`src/sv/onps_pkg.sv`:
```
// Shared constants and types of the oriented nearest point search.
package onps_pkg;

   localparam int CoordWidth      = 24;
   localparam int HeadWidth       = 16;
   localparam int RadiusWidth     = 48;
   localparam int IndexWidth      = 10;
   localparam int DistWidth       = 50;
   localparam int DiffWidth       = CoordWidth + 1;
   localparam int DotWidth        = 42;
   localparam int CsrDataWidth    = 48;
   localparam int CsrIndexWidth   = 3;
   localparam int QueueAddrWidth  = 3;
   localparam int QueueDepth      = 1 << QueueAddrWidth;
   localparam int QueueLevelWidth = QueueAddrWidth + 1;
   localparam int CountWidth      = 2;

   // point count saturates here: a range needs three points to report
   localparam logic [CountWidth-1:0] CountFull = 2'd3;
   localparam logic signed [HeadWidth-1:0] HeadingOne = 16'sd16384;

   typedef enum logic [CsrIndexWidth-1:0] {
      CSR_VEHICLE_X      = 3'd0,
      CSR_VEHICLE_Y      = 3'd1,
      CSR_HEADING_COS    = 3'd2,
      CSR_HEADING_SIN    = 3'd3,
      CSR_RADIUS_SQUARED = 3'd4,
      CSR_BASE_INDEX     = 3'd5
   } csr_index_type;

   typedef struct packed {
      logic signed [CoordWidth-1:0] vehicle_x;
      logic signed [CoordWidth-1:0] vehicle_y;
      logic signed [HeadWidth-1:0]  heading_cos;
      logic signed [HeadWidth-1:0]  heading_sin;
      logic [RadiusWidth-1:0]       radius_squared;
      logic [IndexWidth-1:0]        base_index;
   } csr_type;

   typedef struct packed {
      logic                  start;
      logic                  last;
      logic                  count_ok;
      logic                  held_neg;
      logic [IndexWidth-1:0] held_idx;
      logic                  cur_neg;
      logic [IndexWidth-1:0] cur_idx;
   } item_tag_type;

   typedef struct packed {
      item_tag_type                tag;
      logic [DistWidth-1:0]        d_held;
      logic [DistWidth-1:0]        d_cur;
      logic                        dot_neg;
      logic signed [DiffWidth-1:0] dir_x;
      logic signed [DiffWidth-1:0] dir_y;
   } queue_entry_type;

   typedef struct packed {
      logic                       empty;
      logic [QueueLevelWidth-1:0] level;
   } queue_status_type;

   typedef enum logic [1:0] {
      BK_RUN,
      BK_DIR_MUL,
      BK_FINISH
   } back_state_type;

endpackage

```
`src/sv/onps_back.sv`:
```
// Back end: running minimum with heading check and the result register.
module onps_back import onps_pkg::*; (
   input  logic                  clock,
   input  logic                  reset,
   input  csr_type               csr,
   input  queue_status_type      q_status,
   input  queue_entry_type       head,
   output logic                  pop,
   output logic                  rsp_valid,
   input  logic                  rsp_ready,
   output logic                  rsp_found,
   output logic [IndexWidth-1:0] rsp_nearest_index
);

   back_state_type              state_ff, state_in;
   logic [DistWidth-1:0]        best_d_ff, best_d_in;
   logic [IndexWidth-1:0]       best_pos_ff, best_pos_in;
   logic                        best_valid_ff, best_valid_in;
   logic signed [DiffWidth-1:0] dir_x_ff, dir_x_in;
   logic signed [DiffWidth-1:0] dir_y_ff, dir_y_in;
   logic [DistWidth-1:0]        last_d_ff, last_d_in;
   logic                        last_neg_ff, last_neg_in;
   logic [IndexWidth-1:0]       last_idx_ff, last_idx_in;
   logic                        last_ok_ff, last_ok_in;
   logic signed [DotWidth-1:0]  prod_c_ff, prod_c_in;
   logic signed [DotWidth-1:0]  prod_s_ff, prod_s_in;
   logic                        rsp_valid_ff, rsp_valid_in;
   logic                        rsp_found_ff, rsp_found_in;
   logic [IndexWidth-1:0]       rsp_idx_ff, rsp_idx_in;
   logic signed [DotWidth-1:0]  dot;
   logic                        take;
   logic                        found;

   always_comb begin
      state_in      = state_ff;
      best_d_in     = best_d_ff;
      best_pos_in   = best_pos_ff;
      best_valid_in = best_valid_ff;
      dir_x_in      = dir_x_ff;
      dir_y_in      = dir_y_ff;
      last_d_in     = last_d_ff;
      last_neg_in   = last_neg_ff;
      last_idx_in   = last_idx_ff;
      last_ok_in    = last_ok_ff;
      prod_c_in     = prod_c_ff;
      prod_s_in     = prod_s_ff;
      rsp_valid_in  = rsp_valid_ff && !rsp_ready;
      rsp_found_in  = rsp_found_ff;
      rsp_idx_in    = rsp_idx_ff;
      pop           = 1'b0;
      dot           = prod_c_ff + prod_s_ff;
      take          = (last_d_ff < best_d_ff) && (dot[DotWidth-1] == last_neg_ff);
      found         = (take || best_valid_ff) && last_ok_ff;

      case (state_ff)
         BK_RUN: begin
            if (!q_status.empty) begin
               pop = 1'b1;
               if (head.tag.start) begin
                  best_d_in     = DistWidth'(csr.radius_squared);
                  best_pos_in   = '0;
                  best_valid_in = 1'b0;
                  dir_x_in      = '0;
                  dir_y_in      = '0;
               end else if (head.d_held < best_d_ff) begin
                  // held point passes: its direction to this point is kept
                  dir_x_in = head.dir_x;
                  dir_y_in = head.dir_y;
                  if (head.dot_neg == head.tag.held_neg) begin
                     best_d_in     = head.d_held;
                     best_pos_in   = head.tag.held_idx;
                     best_valid_in = 1'b1;
                  end
               end
               if (head.tag.last) begin
                  last_d_in   = head.d_cur;
                  last_neg_in = head.tag.cur_neg;
                  last_idx_in = head.tag.cur_idx;
                  last_ok_in  = head.tag.count_ok;
                  state_in    = BK_DIR_MUL;
               end
            end
         end
         BK_DIR_MUL: begin
            // final point reuses the held direction
            prod_c_in = DotWidth'(csr.heading_cos) * DotWidth'(dir_x_ff);
            prod_s_in = DotWidth'(csr.heading_sin) * DotWidth'(dir_y_ff);
            state_in  = BK_FINISH;
         end
         BK_FINISH: begin
            if (!rsp_valid_ff || rsp_ready) begin
               if (take) begin
                  best_d_in     = last_d_ff;
                  best_pos_in   = last_idx_ff;
                  best_valid_in = 1'b1;
               end
               rsp_valid_in = 1'b1;
               rsp_found_in = found;
               rsp_idx_in   = found ? (take ? last_idx_ff : best_pos_ff) : '0;
               state_in     = BK_RUN;
            end
         end
         default: begin
            state_in = BK_RUN;
         end
      endcase
   end

   always_ff @(posedge clock) begin
      if (reset) begin
         state_ff      <= BK_RUN;
         best_valid_ff <= 1'b0;
         rsp_valid_ff  <= 1'b0;
      end else begin
         state_ff      <= state_in;
         best_valid_ff <= best_valid_in;
         rsp_valid_ff  <= rsp_valid_in;
      end
      best_d_ff    <= best_d_in;
      best_pos_ff  <= best_pos_in;
      dir_x_ff     <= dir_x_in;
      dir_y_ff     <= dir_y_in;
      last_d_ff    <= last_d_in;
      last_neg_ff  <= last_neg_in;
      last_idx_ff  <= last_idx_in;
      last_ok_ff   <= last_ok_in;
      prod_c_ff    <= prod_c_in;
      prod_s_ff    <= prod_s_in;
      rsp_found_ff <= rsp_found_in;
      rsp_idx_ff   <= rsp_idx_in;
   end

   assign rsp_valid         = rsp_valid_ff;
   assign rsp_found         = rsp_found_ff;
   assign rsp_nearest_index = rsp_idx_ff;

endmodule

```
`config.mk`:
```
export PLATFORM = sky130hd
export DESIGN_NAME = onps_back
export DESIGN_NICKNAME = d
export VERILOG_FILES = /design/src/sv/onps_pkg.sv /design/src/sv/onps_back.sv
export SDC_FILE = /design/constraint.sdc
export NUM_CORES = 2
export LEC_CHECK = 0
export ABC_AREA = 1
export BUFFER_PORTS_ARGS = -buffer_cell sky130_fd_sc_hd__buf_2
export CORE_ASPECT_RATIO = 1.1
export CORE_UTILIZATION = 40
export CTS_CLUSTER_DIAMETER = 120
export DETAILED_ROUTE_END_ITERATION = 6
export SLEW_MARGIN = 10
export SYNTH_ARGS = -nofsm -noshare
export SYNTH_HDL_FRONTEND = slang
export SYNTH_SLANG_ARGS = --single-unit
```
`constraint.sdc`:
```
create_clock -name clock -period 8.65 [get_ports clock]
set_input_delay 0.865 -clock clock [delete_from_list [all_inputs] [get_ports clock]]
set_output_delay 0.865 -clock clock [all_outputs]
set_load 0.02 [all_outputs]
```
After elaboration in Yosys (flattened, before gate mapping)

Index checks and enable logic that the tools add are counted.

Flip-flop bits (word level): 271
Input bits: 322
Output and inout bits: 13
Logic and storage cells: 78

Add/subtract/negate cells: 1
Multipliers: 2
Magnitude comparators: 2
Eq/ne operators: 10
Multiplexer cells: 31
Bitwise operators: 1
Reduce and logical (&&, ||, !) cells: 16

Operators with widths:

| cell               | number |
|---|---|
| $mux 50            | 6 |
| $lt 50x50->1       | 2 |
| $pmux 50 s2        | 1 |
| $mul 16x25->41     | 2 |
| $mux 10            | 6 |
| $mux 25            | 2 |
| $add 42x42->42     | 1 |
| $pmux 10 s2        | 1 |
| $mux 1             | 10 |
| $reduce_and 3->1   | 3 |
| $ne 2x2->1 const B | 4 |
| $mux 2             | 3 |
| $ne 3x3->1 const B | 2 |
| $pmux 2 s3         | 1 |
| $reduce_and 6->1   | 1 |
| $reduce_and 5->1   | 1 |
| $reduce_bool 2->1  | 2 |
| $logic_and 1x1->1  | 3 |
| $eq 1x1->1         | 2 |
| $eq 2x1->1 const B | 1 |
| $eq 2x2->1 const B | 1 |
| $logic_not 1->1    | 2 |
| $logic_not 2->1    | 1 |
| $logic_or 1x1->1   | 2 |
| 3 further kinds    | 3 |

Depth between registers and ports, before layout

Depth after elaboration: 6
Gate-level depth with buffers: 29
Gate-level depth less buffers: 27

Worst setup path after synthesis

OpenSTA, ideal clock, no wires.

Path kind: input-to-reg
Start point: input port csr[78] (netlist name)
End point: register prod_c_ff[38] (data pin)
Setup time: 0.260 ns
Arrival time: 6.119 ns
Data required time: 8.390 ns
Setup slack: 2.272 ns
Stages: 20
Buffers on the path: 2
Cell sequence: clkbuf_1 clkbuf_1 nand2_1 fa_1 inv_1 fa_1 fa_1 fa_1 fa_1 fa_1 ha_1 nand2_1 nor2_1 inv_1 nor4_1 nand3_1 nand3_1 nand2_1 nand2_1 xor2_1

Longest elaborated chain between the ends: 1

RTL lines:

| item                 | RTL line         | RTL |
|---|---|---|
| from (decl)          | onps_back.sv:5   | `input csr_type csr,` |
| $mul 16x25->41       | onps_back.sv:86  | `prod_c_in = DotWidth'(csr.heading_cos) * DotWidth'(dir_x_ff);` |
| to (signal assigned) | onps_back.sv:127 | `prod_c_ff <= prod_c_in;` |
| to (decl)            | onps_back.sv:25  | `logic signed [DotWidth-1:0] prod_c_ff, prod_c_in;` |

No other way between the ends.
A chain may end at the register's enable or synchronous reset.

Final worst setup path

Start point: register dir_x_ff[23]
End point: register prod_c_ff[38] (data pin)

Longest elaborated chain between the ends: 1

RTL lines:

| item                   | RTL line         | RTL |
|---|---|---|
| from (decl)            | onps_back.sv:19  | `logic signed [DiffWidth-1:0] dir_x_ff, dir_x_in;` |
| from (signal assigned) | onps_back.sv:121 | `dir_x_ff <= dir_x_in;` |
| $mul 16x25->41         | onps_back.sv:86  |  |

No other way between the ends.

==> impl_metrics.env <==
export IMPL_wl_um=108000
export IMPL_place_hpwl_um=84630
export IMPL_synth_largest_area_cell="fa_1"
export IMPL_startpoint_type="flop"
export IMPL_firstDrtPassIters=7
export IMPL_multi_input_area_um2=28710
export IMPL_path_cells="nand2_1 > fa_1 > inv_1 > fa_1 > inv_1 > fa_1 > inv_1 > fa_1 > fa_1 > inv_1 > fa_1 > inv_1 > ha_1 > a21oi_1 > inv_1 > a31oi_1 > o21ai_0 > a211oi_1 > nand3_1 > nand2_1 > nand2_1 > xor2_1"
export IMPL_slowest_stage="edfxtp_1"
export IMPL_crit_path_max_incr_delay_ns=0.91
export IMPL_die_h_um=345.5
export IMPL_worstSetupPathType="flop to flop"
export IMPL_yosys_top_cells_area="fa_1 (36%), edfxtp_1 (19%), inv_1 (13%), nand2_1 (11%), ha_1 (9.9%)"
export IMPL_netlist_area_um2=42900
export IMPL_cts_setup_buffers=0
export IMPL_cap_violations=0
export IMPL_critPathMaxFanout=16
export IMPL_io_pins=335
export IMPL_ctsResizeCount=0
export IMPL_drt_iter0_drc=1735
export IMPL_start_util=0.4052
export IMPL_grt_max_degree=65
export IMPL_end_kind="flop"
export IMPL_antenna_found_initial=7
export IMPL_instances_no_fill=6574
export IMPL_slew_violations=0
export IMPL_final_util=0.4395
export IMPL_portBuffers=272
export IMPL_seq_area_um2=8038
export IMPL_path_clk_slew_ns=0.06
export IMPL_yosysUniqueCellTypes=48
export IMPL_htreeDepth=2
export IMPL_rows=125
export IMPL_gr_total_overflow=0
export IMPL_cts_root_buf="clkbuf_16"
export IMPL_area_growth_pct=8.470
export IMPL_synth_nets=6466
export IMPL_outcome="complete, no violations"
export IMPL_cts_hold_buf=0
export IMPL_fillers=10464
export IMPL_netlist_instances=5030
export IMPL_cp_arrival_ns=6.98
export IMPL_synth_top_area_share=0.3621
export IMPL_slew_headroom=0.2944
export IMPL_die_w_um=314.3
export IMPL_wl_per_cell_um=16.43
export IMPL_seq_area_frac_synth=0.1874
export IMPL_yosysWarningCount=0
export IMPL_rsz0062_at_grt="false"
export IMPL_fmax_mhz=150.8
export IMPL_coreArea_um2=105900
export IMPL_finalCriticalPeriod_ns=6.630
export IMPL_grt_pass1_vias=33972
export IMPL_via_per_inst=4.836
export IMPL_setup_viol=0
export IMPL_drive_gt1_frac=0.07518
export IMPL_globalplace_congestion=0.8667
export IMPL_worst_slew_pin_slew_ns=1.057
export IMPL_fin_setup_tns_ns=0
export IMPL_remaining_drc_errors=0
export IMPL_dp_cells=6506
export IMPL_syn_avg_cell_area_um2=8.529
export IMPL_cts_made_buffers=36
export IMPL_via_count=31795
export IMPL_finalCritPeriodShare=0.7665
export IMPL_die_area_um2=108600
export IMPL_synth_seq_cells=269
export IMPL_grtUsageTotal=0.2066
export IMPL_cts_tree="done"
export IMPL_layout_nets=6583
export IMPL_cts_buffer_depth=3
export IMPL_grt_pass1_wl_um=177400
export IMPL_clk_latency_ns=0.61
export IMPL_hp_class="input pin to flop"
export IMPL_ant_nets=0
export IMPL_clock_sinks=269
export IMPL_clock_skew_ns=0.05543
export IMPL_hold_violations=0
export IMPL_required_ns=9.00
## layer usage
metal | vias to the layer above | routed length [µm] | part of all wire | track usage
li1 | 14912 | - | - | -
met1 | 15853 | 43960 | 0.41 | 0.2593
met2 | 857 | 55720 | 0.52 | 0.3730
met3 | 165 | 5712 | 0.053 | 0.02423
met4 | 8 | 2572 | 0.024 | 0.05326
met5 | - | 43 | 0.00040 | 0
## logic make-up (layout without fill, tap and decap cells)
family | Yosys count | count (layout) | synth area share
compound gates | 312 | 312 | 0.04171
xor+xnor | 90 | 90 | 0.01837
fa+ha+maj | 1114 | 1114 | 0.4607
simple gates | 1599 | 1599 | 0.1473
buf+inv | 1646 | 1790 | 0.1446
flops | 269 | 269 | 0.1874
other cells | 0 | 3 | 0
## final timing paths
path | start | end | slack (ns) | cells past startpoint
max | dir_x_ff[23] | prod_c_ff[38] | 2.02 | 22
min | head[55] | last_d_ff[4] | 0.44 | 1
max reg2reg | dir_x_ff[23] | prod_c_ff[38] | 2.02 | 22
min reg2reg | best_valid_ff | best_valid_ff | 0.48 | 2
## synth_stat cells, drive strengths merged
library cell	n
a211oi	3
a21boi	6
a21o	13
a21oi	148
a221oi	2
a22o	2
a311oi	1
a31oi	19
and2	1
and3	2
buf	8
clkbuf	199
dfxtp	4
edfxtp	265
fa	776
ha	338
inv	1439
nand2	1215
nand3	99
nand3b	2
nand4	17
nor2	232
nor3	14
nor4	5
o2111ai	1
o211ai	15
o21a	14
o21ai	79
o21bai	5
o221ai	3
o2bb2ai	1
or2	12
xnor2	39
xor2	51
## stage by stage
stage	setup slack, ns	area, µm²	hold slack (ns)
after detailed placement	1.540	45360	0.4715
after global placement	1.583	45360	0.4656
after global routing	1.603	46530	0.4060
after floorplan	2.272	42900	0.4516
final	2.020	46530	0.4364
after CTS	2.040	46530	0.3814
## cell type report
| cell class | instances | share of cell area |
|---|---|---|
| Multi-Input combinational cell | 3115 | 0.6169 |
| Sequential cell | 269 | 0.1727 |
| Inverter | 1439 | 0.1161 |
| Tap cell | 1397 | 0.03756 |
| Timing Repair Buffer | 286 | 0.03151 |
| Clock buffer | 41 | 0.01976 |
| Clock inverter | 24 | 0.005270 |
| Antenna cell | 3 | 0.0001613 |
## layout by cell type, fill, tap and decap left out, types with 12 or more instances in the layout
cell,Yosys,layout
a21oi_1,144,143
clkbuf_16,0,36
o21ai_1,16,16
edfxtp_1,265,265
xnor2_1,39,39
nand2_2,12,12
buf_4,0,14
o211ai_1,15,15
nand3_1,97,97
ha_1,338,338
or2_2,12,12
o21ai_0,60,60
nand2_1,1203,1203
nand4_1,17,17
o21a_1,14,14
a31oi_1,19,19
nor2_1,229,225
xor2_1,51,51
fa_1,776,776
buf_2,2,272
inv_1,1438,1437
a21o_1,13,13
## state kept, by name (all words and copies together), names as in the netlist, 2 cells and up
register,count
dir_y_ff,25
state_ff,2
best_pos_ff,10
dir_x_ff,25
last_d_ff,50
best_d_ff,50
last_idx_ff,10
rsp_nearest_index,10
prod_c_ff,41
prod_s_ff,41
## worst max-delay path: cells and delay by family, from the launching register on
family | cells | cell delay (ns)
compound gates | 4 | 0.98
buf+inv | 6 | 0.34
flops | 1 | 0.91
xor+xnor | 1 | 0.14
simple gates | 4 | 0.54
fa+ha+maj | 7 | 3.44
Power is left out: the tool's default activity adds up to more than one toggle a clock period on the data nets, which glitch-free logic cannot reach.
