`src/sv/onps_pkg.sv`:
```
// Shared constants and types of the oriented nearest point search.
package onps_pkg;

   localparam int CoordWidth      = 24;
   localparam int HeadWidth       = 16;
   localparam int RadiusWidth     = 48;
   localparam int IndexWidth      = 10;
   localparam int DistWidth       = 50;
   localparam int DiffWidth       = CoordWidth + 1;
   localparam int DotWidth        = 42;
   localparam int CsrDataWidth    = 48;
   localparam int CsrIndexWidth   = 3;
   localparam int QueueAddrWidth  = 3;
   localparam int QueueDepth      = 1 << QueueAddrWidth;
   localparam int QueueLevelWidth = QueueAddrWidth + 1;
   localparam int CountWidth      = 2;

   // point count saturates here: a range needs three points to report
   localparam logic [CountWidth-1:0] CountFull = 2'd3;
   localparam logic signed [HeadWidth-1:0] HeadingOne = 16'sd16384;

   typedef enum logic [CsrIndexWidth-1:0] {
      CSR_VEHICLE_X      = 3'd0,
      CSR_VEHICLE_Y      = 3'd1,
      CSR_HEADING_COS    = 3'd2,
      CSR_HEADING_SIN    = 3'd3,
      CSR_RADIUS_SQUARED = 3'd4,
      CSR_BASE_INDEX     = 3'd5
   } csr_index_type;

   typedef struct packed {
      logic signed [CoordWidth-1:0] vehicle_x;
      logic signed [CoordWidth-1:0] vehicle_y;
      logic signed [HeadWidth-1:0]  heading_cos;
      logic signed [HeadWidth-1:0]  heading_sin;
      logic [RadiusWidth-1:0]       radius_squared;
      logic [IndexWidth-1:0]        base_index;
   } csr_type;

   typedef struct packed {
      logic                  start;
      logic                  last;
      logic                  count_ok;
      logic                  held_neg;
      logic [IndexWidth-1:0] held_idx;
      logic                  cur_neg;
      logic [IndexWidth-1:0] cur_idx;
   } item_tag_type;

   typedef struct packed {
      item_tag_type                tag;
      logic [DistWidth-1:0]        d_held;
      logic [DistWidth-1:0]        d_cur;
      logic                        dot_neg;
      logic signed [DiffWidth-1:0] dir_x;
      logic signed [DiffWidth-1:0] dir_y;
   } queue_entry_type;

   typedef struct packed {
      logic                       empty;
      logic [QueueLevelWidth-1:0] level;
   } queue_status_type;

   typedef enum logic [1:0] {
      BK_RUN,
      BK_DIR_MUL,
      BK_FINISH
   } back_state_type;

endpackage

```
`src/sv/onps_queue.sv`:
```
// Short queue of classified points between the front and back ends.
module onps_queue import onps_pkg::*; (
   input  logic             clock,
   input  logic             reset,
   input  logic             push_valid,
   input  queue_entry_type  push_entry,
   input  logic             pop,
   output queue_entry_type  head,
   output queue_status_type status
);

   queue_entry_type            entries_ff [QueueDepth];
   logic [QueueAddrWidth-1:0]  wr_ptr_ff, wr_ptr_in;
   logic [QueueAddrWidth-1:0]  rd_ptr_ff, rd_ptr_in;
   logic [QueueLevelWidth-1:0] level_ff, level_in;

   always_comb begin
      wr_ptr_in = push_valid ? wr_ptr_ff + 1'b1 : wr_ptr_ff;
      rd_ptr_in = pop ? rd_ptr_ff + 1'b1 : rd_ptr_ff;
      case ({push_valid, pop})
         2'b10:   level_in = level_ff + 1'b1;
         2'b01:   level_in = level_ff - 1'b1;
         default: level_in = level_ff;
      endcase
      head         = entries_ff[rd_ptr_ff];
      status.empty = (level_ff == '0);
      status.level = level_ff;
   end

   always_ff @(posedge clock) begin
      if (reset) begin
         wr_ptr_ff <= '0;
         rd_ptr_ff <= '0;
         level_ff  <= '0;
      end else begin
         wr_ptr_ff <= wr_ptr_in;
         rd_ptr_ff <= rd_ptr_in;
         level_ff  <= level_in;
      end
      if (push_valid) begin
         entries_ff[wr_ptr_ff] <= push_entry;
      end
   end

endmodule

```
`config.mk`:
```
export PLATFORM = sky130hd
export DESIGN_NAME = onps_queue
export DESIGN_NICKNAME = d
export VERILOG_FILES = /design/src/sv/onps_pkg.sv /design/src/sv/onps_queue.sv
export SDC_FILE = /design/constraint.sdc
export NUM_CORES = 1
export LEC_CHECK = 0
export BUFFER_PORTS_ARGS = -buffer_cell sky130_fd_sc_hd__buf_2
export CAP_MARGIN = 10
export CORE_MARGIN = 2
export CORE_UTILIZATION = 40
export CTS_CLUSTER_SIZE = 25
export DETAILED_ROUTE_END_ITERATION = 12
export PLACE_DENSITY_LB_ADDON = 0.25
export SLEW_MARGIN = 20
export SYNTH_ARGS = -nofsm -noshare
export SYNTH_HDL_FRONTEND = slang
export SYNTH_SLANG_ARGS = --single-unit
```
`constraint.sdc`:
```
create_clock -name clock -period 26.4 [get_ports clock]
set_input_delay 5.28 -clock clock [delete_from_list [all_inputs] [get_ports clock]]
set_output_delay 5.28 -clock clock [all_outputs]
set_load 0.05 [all_outputs]
```
## Word-level counts from Yosys, hierarchy flattened

Memory sizes are Yosys's and may differ from the RTL's. A register that Yosys moved wholly into a read port is not among the register bits.
Cells that the tools add are included.

- Add/subtract/negate cells: 4
- Equality and inequality tests: 2
- Muxes and demuxes: 5
- Reduce and logical (&&, ||, !) cells: 2

Operator list:

| kind | number |
|---|---|
| 4-bit one-hot mux with 2 select lines | 1 |
| 3-bit by 1-bit adder with 3-bit output (second input constant) | 2 |
| 3-bit 2-to-1 mux | 2 |
| 4-bit by 1-bit adder with 4-bit output (second input constant) | 1 |
| 4-bit zero test | 1 |
| 4-bit by 1-bit subtractor with 4-bit output (second input constant) | 1 |
| 2-bit by 1-bit equality test with 1-bit output (second input constant) | 1 |
| 2-bit equality test (second input constant) | 1 |
| 1-bit 2-to-1 mux | 2 |
| 2-bit nonzero test | 1 |

- Flip-flop bits (word level): 10
- Bits in writable memories: 1408
- Output and inout bits: 181
- Logic and storage cells: 17
- Memories: 1

Memories:

| name | words | bits a word | read ports | clocked after Yosys merged registers in | wr ports | RTL line | text |
|---|---|---|---|---|---|---|---|
| entries_ff | 8 | 176 | 1 | 1 | 1 | onps_queue.sv:12 | `queue_entry_type entries_ff [QueueDepth];` |

## Logic depth before layout (Yosys ltp)

Gate-level depths: netlist (run 1).

- Word-level depth: 3
- Mapped depth: 8
- Mapped depth without buffers: 8

## Least setup slack after synthesis (run 1)

OpenSTA, ideal clock, no wires.

- Path kind: in2reg
- Start point: input port push_valid
- End point: memory entries_ff[0][0] (netlist bit) (enable)
- Arrival: 17231 ps
- Setup slack: 8241 ps
- Stages on the path: 2
- Path buffers: 0
- Cell sequence: nand2b_1 -> nor3_1

- Word-level cells in the longest chain between the ends: 2

RTL lines:

| item | RTL line | text |
|---|---|---|
| from (decl) | onps_queue.sv:5 | `input logic push_valid,` |
| 1-bit 2-to-1 mux | onps_queue.sv:40 | `if (push_valid) begin` |
| 1-bit 2-to-1 mux (not written as such) | onps_queue.sv:41 | `entries_ff[wr_ptr_ff] <= push_entry;` |
| to (decl) | onps_queue.sv:12 |  |

No other way between the ends.

==> qor.csv, run 1 <==
metric,value,unit
die_area,0.137,mm2
cp_slowest_cell,buf_4,
synth.distinct_cells,28,
hold_path_end,rd_ptr_ff[2]$_SDFFE_PP0P_,
ant_nets,0,
netlist.area_leader.share,78.9,%
multi_input_area,0.0103,mm2
syn_area_per_cell,25.5,um2
fin_crit,10.47,ns
coreArea,0.133,mm2
drtIter0Drc,1810,
synth_top_area_cell,edfxtp_1,
drv_slew,0,
initial_core_util,40.2,%
cts_buffers,148,
drc,0,
synth_top_flop_cell,edfxtp_1,
irDropWorstVdd,66.7,uV
htree_num_levels,4,
regArea,0.0426,mm2
routed_wl,113000,um
reg2reg_slack,22.85,ns
status,finished clean,
r2r-start,wr_ptr_ff[2]$_SDFFE_PP0P_,
netlist_instances,2103,
power,5.18,mW
cp_top_family,buffers and inverters,
gp_congestion,0.717,
cts-root-buf,clkbuf_16,
cts_tree,built,
post-route-period-util,39.7,%
die_h,370,um
num_rows,134,
rsz0062_at_grt,no,
tns,0,ns
synth_top_family_by_area,multiplexers,
grt_pass1_vias,25300,
layout-drive-gt1-share,43.2,%
grt_max_degree,146,
clkTransAtPathRegs,0.06,ns
grt_pass1_wl,165000,um
crit_path_frequent_cell,buf_4,
maxCapViolCount,0,
post_cts_buffers,0,
ys_warn_count,0,
synthAdderAreaFrac,0.117,%
vias_per_cell,5.29,
fin_nets,2742,
critical_path_class,reg2out,
fmax,95.5,MHz
cp.buffers_inverters,4,
min_delay_path_depth,2,
io_pins,361,
hold_viol,0,
finalNonFillerCells,4447,
worstSetupEndpointType,primary output,
relSlewSlack,26.8,%
start_kind,flop,
hold_class,reg2reg,
crit_path_cell_trace,"buf_12, buf_4, buf_4, mux4_2, mux2_2, buf_2",
cp.required,21.12,ns
cts_sinks,1421,
drt-met1-wl,46400,um
placedCellCount,4175,
routed-wl-met3,7760,um
vias,23500,
slowest_delay,0.91,ns
synth-edff-count,1408,
cts.path.max_buffers,3,
syn_nets,2288,
synthArstFlopShare,0,%
utilization,46.7,%
dr.pass1.iters,5,
cts_hold_buffers,0,
yosysSeqAreaShare,79.4,%
dp_hpwl,60100,um
die_w,370,um
regToRegEndpoint,entries_ff[1][118]$_DFFE_PP_,
insertion_delay,0.79,ns
portBuffers,360,
powerDensity,83.3,mW/mm2
synth_area_leaders,"edfxtp_1 79%, mux4_2 15%, mux2_2 3.7%, dfxtp_1 0.49%, buf_6 0.42%",
crit_arrival,5.19,ns
synth-simple-area-share,0.262,%
final.setup_skew,0.0411,ns
routedWlPerCell,25.4,um
syn_to_final_growth,16.1,%
hold-worst-slack,0.530,ns
synth-compound-area-share,0.0607,%
synth_xor_xnor_area_share,0.114,%
postCtsResizedCells,0,
grt_use_total,16.5,%
worstHoldStart,rd_ptr_ff[2]$_SDFFE_PP0P_,
synth_mux_area_share,18.6,%
nFillCells,10900,
worst_slew_pin_slew,1.10,ns
netlist_area,0.0536,mm2
ys_ff_latch,1421,
grt_antenna_before_repair,33,
dr.max_layer_used,met5,
worstPathMaxFanout,91,
route.met2.wl,56100,um
setup_viol,0,
ff2ff_path_depth,5,
overflow,0,
p_leak,19.7,nW
==> layout by cell type, fill, tap and decap left out, drive strengths merged <==
| cell | instances |
|---|---|
| inv | 11 |
| nor3 | 3 |
| nand2 | 5 |
| or3 | 1 |
| mux4 | 352 |
| a21oi | 2 |
| buf | 404 |
| nor2b | 1 |
| clkinvlp | 5 |
| nor4b | 1 |
| o41ai | 1 |
| xnor2 | 2 |
| o21ai | 1 |
| mux2i | 3 |
| dfxtp | 13 |
| nor2 | 16 |
| clkinv | 56 |
| clkbuf | 177 |
| mux2 | 178 |
| nand2b | 3 |
| a41oi | 1 |
| diode | 7 |
| nor4 | 1 |
| ha | 5 |
| edfxtp | 1408 |
| bufinv | 17 |
| xor2 | 5 |
==> area by class of cell <==
cell class / count / share of cell area (%)
inverter: 1 / 0.00604
timing repair buffer: 404 / 3.49
sequential: 1421 / 68.4
clock buffer: 177 / 6.13
clock inverter: 88 / 1.77
tap: 1768 / 3.56
antenna: 7 / 0.0282
multi-input combinational: 581 / 16.6
==> how the worst max path moves through the flow <==
stage,start,end,slack [ns],cells after the start
6_report,flop,head[130],15.93,6
5_1_grt,flop,head[125],15.36,6
4_1_cts,flop,head[125],15.64,6
3_5_place_dp,flop,head[125],16.48,6
3_3_place_gp,flop,head[125],16.56,6
2_1_floorplan,push_valid,entries_ff[0][0]$_DFFE_PP_,8.24,2
==> cells in the mapped netlist, types with 2 or more instances <==
cell type / n
nand2b_1: 3
xnor2_1: 2
mux2_2: 177
buf_12: 11
nor2_1: 16
mux4_2: 352
buf_6: 20
nand2_1: 5
mux2i_1: 3
edfxtp_1: 1408
buf_1: 3
dfxtp_1: 13
a21oi_1: 2
clkbuf_1: 23
nor3_1: 3
ha_1: 5
xor2_1: 5
buf_2: 42
==> cells by family after synthesis <==
| group | Yosys count |
|---|---|
| xor gates and xnor gates | 7 |
| muxes | 533 |
| and+or+nand+nor | 31 |
| AOI/OAI and AO/OA | 5 |
| adders and majority gates | 5 |
| DFF | 1421 |
| buffers and inverters | 101 |
==> power by group <==
| group | leakage, nW | switching, mW | internal [mW] |
|---|---|---|---|
| Sequential | 12.9 | 0.0202 | 2.54 |
| Combinational | 4.38 | 0.352 | 0.187 |
| Clock | 2.38 | 0.868 | 1.21 |
==> layer usage <==
layer | vias to the layer above | GRT usage, %
li1 | 9979 | -
met1 | 12700 | 21.3
met2 | 583 | 27.0
met3 | 207 | 4.98
met4 | 44 | 4.70
met5 | - | 0
==> stage by stage <==
stage	setup WS (ns)	cell area [um2]
CTS	15.64	62200
global route	15.36	62200
finish	15.93	62200
floorplan	8.24	53600
global placement	16.56	57300
detailed placement	16.48	57300
==> flip-flops by register name (all words and copies together) (netlist names), named ones only <==
signal	count
wr_ptr_ff	3
rd_ptr_ff	3
entries_ff	1408
level_ff	4
==> worst register-to-register path: stages (launching register included) <==
cell,delay (ns)
dfxtp_1,0.32
nand2b_1,0.31
nor2_4,0.16
buf_4,0.68
buf_4,0.74
buf_4,0.88
No activity file was read; power rests on OpenSTA's default activity.
==> run 2: changes to the inputs <==
Clock period 26.4 ns to 9.94 ns, I/O delays scaled along.
==> qor.csv, run 2 (synthesis gave the netlist of run 1 again) <==
metric,value,unit
utilization,46.6,%
reg2reg_slack,6.76,ns
io_pins,361,
portBuffers,360,
die_w,370,um
overflow,0,
die_h,370,um
vias,23400,
grt_max_degree,148,
syn_to_final_growth,15.9,%
drtIter0Drc,1770,
dp_hpwl,58300,um
rsz0062_at_grt,no,
routed_wl,111000,um
grt_antenna_before_repair,26,
die_area,0.137,mm2
irDropWorstVdd,183,uV
layout-drive-gt1-share,42.6,%
maxCapViolCount,0,
num_rows,134,
nFillCells,10900,
layout_commonest_cell,edfxtp_1,
largestRegisters,"entries_ff: 1408 flops, level_ff: 4 flops",
hold_class,reg2reg,
regToRegEndpoint,entries_ff[6][152]$_DFFE_PP_,
crit_path_cell_trace,"buf_4, buf_12, mux4_2, mux2_2, buf_2",
insertion_delay,0.78,ns
regMostFlops,entries_ff,
r2r-start,wr_ptr_ff[1]$_SDFFE_PP0P_,
worstPathMaxFanout,88,
relSlewSlack,23.3,%
cts_sinks,1421,
clkTransAtPathRegs,0.05,ns
gp_congestion,0.692,
post-route-period-util,60.6,%
fmax,166,MHz
cts.path.max_buffers,3,
cp.required,7.95,ns
cts_hold_buffers,0,
tns,0,ns
fin_crit,6.02,ns
grt_pass1_vias,25200,
final.setup_skew,0.0244,ns
worst_slew_pin_slew,1.15,ns
initial_core_util,40.2,%
critical_path_class,reg2out,
drv_slew,0,
p_leak,19.6,nW
drc,0,
slowest_delay,0.86,ns
routedWlPerCell,24.8,um
status,finished clean,
powerDensity,218,mW/mm2
setup_viol,0,
crit_arrival,4.03,ns
ff2ff_path_depth,4,
cp_slowest_cell,dfxtp_4,
post_cts_buffers,0,
ant_nets,0,
hold_viol,0,
worstHoldStart,wr_ptr_ff[2]$_SDFFE_PP0P_,
htree_num_levels,4,
fin_nets,2737,
final_cell_mix,"1,408 x edfxtp_1, 360 x buf_2, 352 x mux4_2",
start_kind,flop,
cts_buffers,151,
cts-root-buf,clkbuf_16,
vias_per_cell,5.25,
worstSetupEndpointType,primary output,
dr.pass1.iters,5,
postCtsResizedCells,0,
grt_use_total,16.2,%
cts_tree,built,
coreArea,0.133,mm2
largest_register_ffs,1408,
min_delay_path_depth,2,
grt_pass1_wl,162000,um
hold_path_end,wr_ptr_ff[2]$_SDFFE_PP0P_,
==> run 2: changes by cell type in the layout (fill, tap and decap cells not counted), moves of 2 or more <==
cell	delta
clkinv_4	+2
diode_2	+5
nor3_2	-2
buf_4	-17
bufinv_16	-10
buf_12	+9
clkbuf_16	+3
clkinv_8	+2
clkinv_1	+16
nor3_4	+2
clkbuf_1	-2
inv_16	-2
==> run 2: worst max-delay path, delay by kind of cell, from the launching register on <==
| kind | cells | cell delay (ns) |
|---|---|---|
| DFF | 1 | 0.86 |
| buffers and inverters | 3 | 1.22 |
| muxes | 2 | 0.88 |
==> run 2: cell type report <==
| cell class | instances | area [um2] | area share (%) |
|---|---|---|---|
| multi-input cells | 581 | 10300 | 16.6 |
| well taps | 1768 | 2210 | 3.56 |
| clock buffers | 178 | 3880 | 6.25 |
| diodes | 12 | 30.0 | 0.0484 |
| clock inverters | 96 | 867 | 1.40 |
| flip-flops and latches | 1421 | 42600 | 68.5 |
| inverters | 1 | 3.75 | 0.00605 |
| repair buffers | 396 | 2220 | 3.58 |
==> run 2: stage by stage <==
step	std cells	instance area [um2]	power [mW]	hold slack [ns]	worst slack, ns
floorplan	2103	53600	8.03	0.485	-0.197
global placement	4167	57300	8.35	0.508	4.65
detailed placement	4167	57300	8.38	0.522	4.61
CTS	4441	62100	13.7	0.540	3.73
global route	4441	62100	14.0	0.570	3.58
finish	4453	62100	13.5	0.537	3.92
==> run 2: routing by layer <==
layer | vias up | global-route usage, % | wire length (um) | part of all wire (%)
met4 | 34 | 4.81 | 2130 | 1.9
li1 | 10000 | - | - | -
met2 | 616 | 26.6 | 54900 | 50
met1 | 12500 | 20.7 | 45200 | 41
met5 | - | 0 | 217 | 0.20
met3 | 184 | 4.95 | 8140 | 7.4
==> run 2: where the power goes <==
| part | total, mW | internal (mW) | switching [mW] | leakage, nW |
|---|---|---|---|---|
| sequential | 6.80 | 6.75 | 0.0497 | 12.9 |
| combinational | 1.43 | 0.499 | 0.931 | 4.36 |
| clock | 5.31 | 3.01 | 2.30 | 2.30 |
| total | 13.5 | 10.3 | 3.28 | 19.6 |
==> run 2: worst max-delay path by stage <==
stage | to | slack, ns | cells past startpoint
global placement | head[154] | 4.65 | 5
CTS | head[154] | 3.73 | 5
floorplan | entries_ff[1][0]$_DFFE_PP_ | -0.20 | 2
finish | head[137] | 3.92 | 5
detailed placement | head[154] | 4.61 | 5
global route | head[154] | 3.58 | 5
